[src/design/dis_pkg.sv]
`timescale 1ns / 1ps
// ----------------------------------------------------------------------------
// dis_pkg
// Shared types and constants of the disjoint interval set.
// ----------------------------------------------------------------------------
package dis_pkg;

  localparam int MAX_INTERVALS_DEF = 32;
  localparam int VALUE_BITS_DEF    = 16;
  localparam int COUNT_W           = 6;

  // input operation codes
  typedef enum logic {
    OP_ADD  = 1'b0,
    OP_LIST = 1'b1
  } op_e;

  // result status codes
  typedef enum logic [1:0] {
    ST_LISTED  = 2'd0,
    ST_ADDED   = 2'd1,
    ST_DROPPED = 2'd2,
    ST_EMPTY   = 2'd3
  } status_e;

  // kinds of table update applied by the cell row
  typedef enum logic [1:0] {
    UPD_JOIN_L = 2'd0,
    UPD_JOIN_R = 2'd1,
    UPD_FUSE   = 2'd2,
    UPD_INSERT = 2'd3
  } upd_e;

  // control broadcast to every cell
  typedef struct packed {
    logic cmp;     // compare the word value against the row, latch flags
    logic upd;     // apply an update of the given kind
    upd_e kind;
    logic rotate;  // shift the row toward cell 0, head wraps to the tail
  } cell_ctrl_t;

endpackage

[src/design/dis_cell.sv]
`timescale 1ns / 1ps
// ----------------------------------------------------------------------------
// dis_cell
// One slot of the interval row: holds an interval, compares it against the
// broadcast value and takes data from either neighbor on updates.
// ----------------------------------------------------------------------------
module dis_cell import dis_pkg::*; #(
  parameter int VALUE_BITS = VALUE_BITS_DEF
) (
  input  logic                  clk_i,
  input  logic                  rst_ni,
  input  cell_ctrl_t            ctrl_i,
  input  logic [VALUE_BITS-1:0] value_i,
  input  logic                  occ_i,
  input  logic                  occ_next_i,
  input  logic                  ge_prev_i,
  input  logic                  ge_next_i,
  input  logic [VALUE_BITS-1:0] prev_lo_i,
  input  logic [VALUE_BITS-1:0] prev_hi_i,
  input  logic [VALUE_BITS-1:0] next_lo_i,
  input  logic [VALUE_BITS-1:0] next_hi_i,
  input  logic [VALUE_BITS-1:0] head_lo_i,
  input  logic [VALUE_BITS-1:0] head_hi_i,
  output logic                  ge_o,
  output logic                  covered_o,
  output logic                  join_l_o,
  output logic                  join_r_o,
  output logic [VALUE_BITS-1:0] lo_o,
  output logic [VALUE_BITS-1:0] hi_o
);

  logic [VALUE_BITS-1:0] lo_q, lo_d, hi_q, hi_d;
  logic                  left_q, pos_q, ge_q;
  logic                  at_pos, is_left, tail;

  // compare stage: ge marks cells starting at or below the value
  assign ge_o    = occ_i && (lo_q <= value_i);
  assign at_pos  = !ge_o && ge_prev_i;
  assign is_left = ge_o && !ge_next_i;
  assign tail    = occ_i && !occ_next_i;

  assign covered_o = is_left && (hi_q >= value_i);
  assign join_l_o  = is_left &&
                     (({1'b0, hi_q} + (VALUE_BITS+1)'(1)) == {1'b0, value_i});
  assign join_r_o  = at_pos && occ_i &&
                     ({1'b0, lo_q} == ({1'b0, value_i} + (VALUE_BITS+1)'(1)));

  // position flags held for the update cycle
  always_ff @(posedge clk_i or negedge rst_ni) begin
    if (!rst_ni) begin
      left_q <= 1'b0;
      pos_q  <= 1'b0;
      ge_q   <= 1'b0;
    end else if (ctrl_i.cmp) begin
      left_q <= is_left;
      pos_q  <= at_pos;
      ge_q   <= ge_o;
    end
  end

  // update stage
  always_comb begin
    lo_d = lo_q;
    hi_d = hi_q;
    if (ctrl_i.rotate) begin
      lo_d = tail ? head_lo_i : next_lo_i;
      hi_d = tail ? head_hi_i : next_hi_i;
    end else if (ctrl_i.upd) begin
      case (ctrl_i.kind)
        UPD_JOIN_L: begin
          if (left_q) hi_d = value_i;
        end
        UPD_JOIN_R: begin
          if (pos_q) lo_d = value_i;
        end
        UPD_FUSE: begin
          // left neighbor swallows the right one, the rest move down
          if (left_q) begin
            hi_d = next_hi_i;
          end else if (!ge_q) begin
            lo_d = next_lo_i;
            hi_d = next_hi_i;
          end
        end
        UPD_INSERT: begin
          if (pos_q) begin
            lo_d = value_i;
            hi_d = value_i;
          end else if (!ge_q) begin
            lo_d = prev_lo_i;
            hi_d = prev_hi_i;
          end
        end
        default: begin
          lo_d = lo_q;
          hi_d = hi_q;
        end
      endcase
    end
  end

  always_ff @(posedge clk_i) begin
    lo_q <= lo_d;
    hi_q <= hi_d;
  end

  assign lo_o = lo_q;
  assign hi_o = hi_q;

endmodule

[config.mk]
export PLATFORM = sky130hd
export DESIGN_NAME = dis_cell
export DESIGN_NICKNAME = d
export VERILOG_FILES = /design/src/design/dis_pkg.sv /design/src/design/dis_cell.sv
export SDC_FILE = /design/constraint.sdc
export NUM_CORES = 1
export LEC_CHECK = 0
export ABC_AREA = 1
export BUFFER_PORTS_ARGS = -buffer_cell sky130_fd_sc_hd__buf_4
export CAP_MARGIN = 10
export CORE_MARGIN = 4
export CORE_UTILIZATION = 56
export CTS_CLUSTER_SIZE = 30
export DETAILED_ROUTE_END_ITERATION = 10
export PLACE_DENSITY = 0.88
export SETUP_SLACK_MARGIN = 0.4
export SLEW_MARGIN = 20
export SYNTH_ARGS = -nofsm -noshare
export SYNTH_HDL_FRONTEND = slang
export SYNTH_SLANG_ARGS = --single-unit
[constraint.sdc]
create_clock -name clk_i -period 5.3 [get_ports clk_i]
set_input_delay 1.325 -clock clk_i [delete_from_list [all_inputs] [get_ports clk_i]]
set_output_delay 1.325 -clock clk_i [all_outputs]
set_load 0.02 [all_outputs]
# Word level (Yosys, flattened, before mapping)
# Index checks and enable logic that the tools add are counted.
# Widths: inputs -> output; s select.
[word_totals]
reg_bits = 35
input_bits = 123
elab_cells = 55
out_inout_bits = 36
[classes]
mux = 18
eq_ne = 11
reduce_logical = 17
order_cmp = 2
add_sub_neg = 2
[ops]
columns = ["operator", "n"]
rows = [
  ["$mux 16", 16],
  ["$pmux 16 s3", 2],
  ["$add 16x1->17 const B", 2],
  ["$eq 16x17->1", 1],
  ["$eq 17x16->1", 1],
  ["$ge 16x16->1", 1],
  ["$le 16x16->1", 1],
  ["$ne 3x3->1 const B", 4],
  ["$logic_and 1x1->1", 8],
  ["$ne 4x4->1 const B", 2],
  ["$reduce_bool 4->1", 2],
  ["$reduce_and 6->1", 1],
  ["$reduce_and 5->1", 1],
  ["$eq 2x2->1 const B", 2],
  ["$logic_not 1->1", 3],
  ["$eq 2x1->1 const B", 1],
  ["$logic_not 2->1", 1],
  ["$reduce_bool 2->1", 1],
]

# Depth between registers and ports, before layout
[depth]
depth_word = 6
ltp_mapped = 13
depth_no_buf = 13

# Worst setup path before layout
# Ideal clock, no wire load.
[synth_timing]
kind = "in2out"
from = "input port value_i[5]"
to = "output port covered_o"
n_path_buf = 1
required_ps = 3975
arrival_ps = 2777
path_slack_ps = 1198
stages = 12
cell_sequence = "buf_2 inv_1 ha_1 a21oi_1 nor2_1 nor3_1 nand2_1 nand2_1 nand2_1 nand2_1 nand3_1 nor2_1"
[synth_via]
elab_chain_cells = 4
elab_cells_between_ends = 5
classes_between = "order compare (2); reduce/logical (3)"
[synth_rtl]
columns = ["item", "line_no", "rtl"]
rows = [
  ["start: declaration", "dis_cell.sv:13", "input logic [VALUE_BITS-1:0] value_i,"],
  ["$le 16x16->1", "dis_cell.sv:37", "assign ge_o = occ_i && (lo_q <= value_i);"],
  ["$logic_and 1x1->1", "dis_cell.sv:37", ""],
  ["$logic_and 1x1->1", "dis_cell.sv:39", "assign is_left = ge_o && !ge_next_i;"],
  ["$logic_and 1x1->1 (*)", "dis_cell.sv:42", "assign covered_o = is_left && (hi_q >= value_i);"],
  ["end: declaration", "dis_cell.sv:25", "output logic covered_o,"],
]
# Every way passes the cells marked *; elsewhere a longest branch is shown, timed or not.

# Final worst setup path
[layout_timing]
from = "input port value_i[9]"
to = "output port covered_o"
# Same word-level chain as after synthesis.

==> flow_summary_export.csv <==
group,metric,value,unit
floorplanning,rows,32,
sta,max_freq,227,MHz
yosys,synth.top_cells.by_area,"nand2_1, edfxtp_1, ha_1",
drt,vias_per_cell,6.00,
critical_path,slowest_stage,"ha_1",
yosys,synth-async-reset-ratio,8.57,%
power_and_ir_drop,leakage,0.00293,uW
outcome,status,"completed",
global_route,grt_pass1_wl,27000,um
yosys,ys_ff_latch,35,
yosys,yosysSeqAreaShare,23.0,%
sta,min_period,4410,ps
yosys,ys_types,32,
clock_tree,post_cts_buffers,0,
clock_tree,numCtsBuffers,5,
drt,ant_nets,0,
drt,vias,5656,
sta,rsz0062_at_grt,"no",
placement,routabilityCongestion,0.997,
critical_path,critPathTopFamily,"simple AND/OR/NAND/NOR gates",
drt,drtIter0Drc,636,
clock_tree,htree_num_levels,2,
hold_path,hold_path_depth,2,
floorplanning,core,7770,sq um
global_route,grt_usage,34.8,%
critical_path,reg2reg_depth,4,
yosys,synthFlopType,"edfxtp_1",
placement,hpwl,13300,um
power_and_ir_drop,pwr_density_cell,211,nW/um^2
global_route,grt_overflow,0,
floorplanning,die-area,9520,sq um
critical_path,max_stage_delay,340,ps
finish,post_route_cells_drive_above_1_share,22.9,%
sta,fin_skew,4.74,ps
placement,pre_cts_ws,973,ps
sta,setup_ws,889,ps
drt,wl,17200,um
critical_path,end_kind,"output port",
critical_path,critPathBufInv,3,
global_route,grt_pass1_vias,5412,
sta,drv_slew,0,
sta,setup_tns,0,ps
critical_path,path_max_fanout,6,
clock_tree,clock-sinks,35,
clock_tree,cts_tree,"built",
yosys,synth_nets,861,
job,maxCapViolCount,0,
drt,first_pass_iters,7,
clock_tree,holdBufCountCts,0,
critical_path,cp_cell_sequence,"buf_4 -> inv_1 -> ha_1 -> a21o_1 -> nand3_1 -> a21oi_1 -> nor2_1 -> nand2_1 -> nand2_1 -> nand3_1 -> nor2_1 -> buf_4",
sta,hold_viol,0,
sta,max_slew.worst_pin.slew,1070,ps
hold_path,hp-class,"flip-flop to flip-flop",
floorplanning,dieHeight,97.6,um
finish,nets,996,
power_and_ir_drop,ir_worst_vdd,0.135,mV
sta,setup_viol,0,
yosys,avgSynthCellArea,6.39,sq um
yosys,ys.warnings.count,0,
critical_path,worstSetupPathType,"primary input to output port",
clock_tree,path_clk_slew,80,ps
clock_tree,ctsRootBufferMaster,"clkbuf_8",
placement,io_buffers,158,
clock_tree,cts.path.max_buffers,2,
floorplanning,num_io_pins,159,
finish,antenna_cells,0,
drt,drc,0,
critical_path,cp.arrival,3090,ps
global_route,antenna_found_initial,0,
floorplanning,initial_utilization,57.9,%
drt,wire_per_inst,18.3,um
yosys,synth_top_area_share,23.6,%
sta,max_slew_margin,28.4,%
floorplanning,fp.dieW,97.6,um
clock_tree,post_cts_resized,0,
yosys,synthesis.area,4500,sq um
global_route,grt_max_degree,36,
yosys,synth_edf_count,32,
sta,min_period_over_period,83.2,%
critical_path,required,3970,ps
yosys,yosysTopAreaCell,"nand2_1",
finish,fillers,601,
yosys,netlist_instances,704,
critical_path,path_depth,12,
clock_tree,clk_latency,290,ps
finish,area_growth,29.7,%
critical_path,start_kind,"primary input",
-- worst min-delay path, delay by kind of cell (launching register included) --
family	cells	cell delay [ps]
flops	1	380
simple gates	2	120
-- path summary, 6_finish.rpt --
kind                            start   endpoint  slack (ps)
setup / recovery           value_i[9]  covered_o         890
hold / removal                 left_q     left_q         520
setup reg to reg                pos_q    hi_o[2]        2260
hold reg to reg                left_q     left_q         520
max in group asynchronous      rst_ni       ge_q        4390
min in group asynchronous      rst_ni      pos_q         810
-- per-stage QoR --
stage / cells / cell area, sq um / total power [uW] / hold slack (ps) / utilization, %
floorplan: 704 / 4500 / 720 / 453 / -
global placement: 934 / 5700 / 930 / 476 / 73.4
detailed placement: 934 / 5710 / 950 / 505 / 73.5
CTS: 942 / 5830 / 1210 / 524 / 75.0
global route: 942 / 5830 / 1300 / 555 / 75.0
finish: 942 / 5830 / 1230 / 524 / 75.0
-- cell type report --
| type | count | area [sq um] | area share [%] |
|---|---|---|---|
| multi-input cells | 577 | 3110 | 53.4 |
| well taps | 102 | 128 | 2.19 |
| inverters | 59 | 221 | 3.80 |
| clock buffers | 6 | 82.6 | 1.42 |
| flip-flops and latches | 35 | 1040 | 17.8 |
| clock inverters | 2 | 38.8 | 0.665 |
| repair buffers | 161 | 1210 | 20.7 |
-- sequential cells by signal (all words and copies together) (netlist names) --
name,cells
ge_q,1
hi_o,16
left_q,1
lo_o,16
pos_q,1
-- metal layers --
layer | share of wire (%) | vias up | wire [um] | track usage [%]
li1 | - | 2621 | - | -
met1 | 40 | 2565 | 6950 | 47.4
met2 | 46 | 405 | 7900 | 55.8
met3 | 11 | 65 | 1850 | 5.60
met4 | 3.1 | 0 | 539 | 12.0
met5 | 0 | - | 0 | 0
-- placed cells by master (no fill, tap or decap), types with 2 or more instances in the layout --
master	count
a32oi_1	32
nand2_1	283
nor3_1	4
nor2_1	41
xor2_1	24
o21ai_0	28
nand2_2	3
edfxtp_1	32
nor2_2	6
buf_4	161
nand3_2	3
ha_1	34
nand3_1	28
a21oi_1	51
inv_1	57
nand4_1	10
nand2_4	2
o32ai_1	2
dfrtp_1	3
o21bai_1	4
or2_2	2
xnor2_1	11
clkbuf_8	6
nor2_4	5
-- kinds of logic after synthesis --
group           after synthesis  share of synthesized area [%]
simple gates                389                           36.2
compound gates              119                           16.4
buf+inv                      92                           8.13
xor+xnor                     35                           6.82
flops                        35                           23.0
fa+ha+maj                    34                           9.46
-- power breakdown --
group          total (uW)  switching (uW)  internal (uW)
clock                 264             109            155
sequential            407            59.7            348
combinational         556             326            230
-- cell usage after synthesis, drive strengths merged, types with 3 or more instances --
cell / count
o21bai: 4
nand3: 31
xnor2: 11
nand2: 288
o21ai: 28
a32oi: 32
xor2: 24
ha: 34
nand4: 10
nor3: 4
dfrtp: 3
inv: 59
a21oi: 51
clkbuf: 24
nor2: 52
buf: 9
edfxtp: 32
Note: power is estimated with default switching activity, not from simulation.
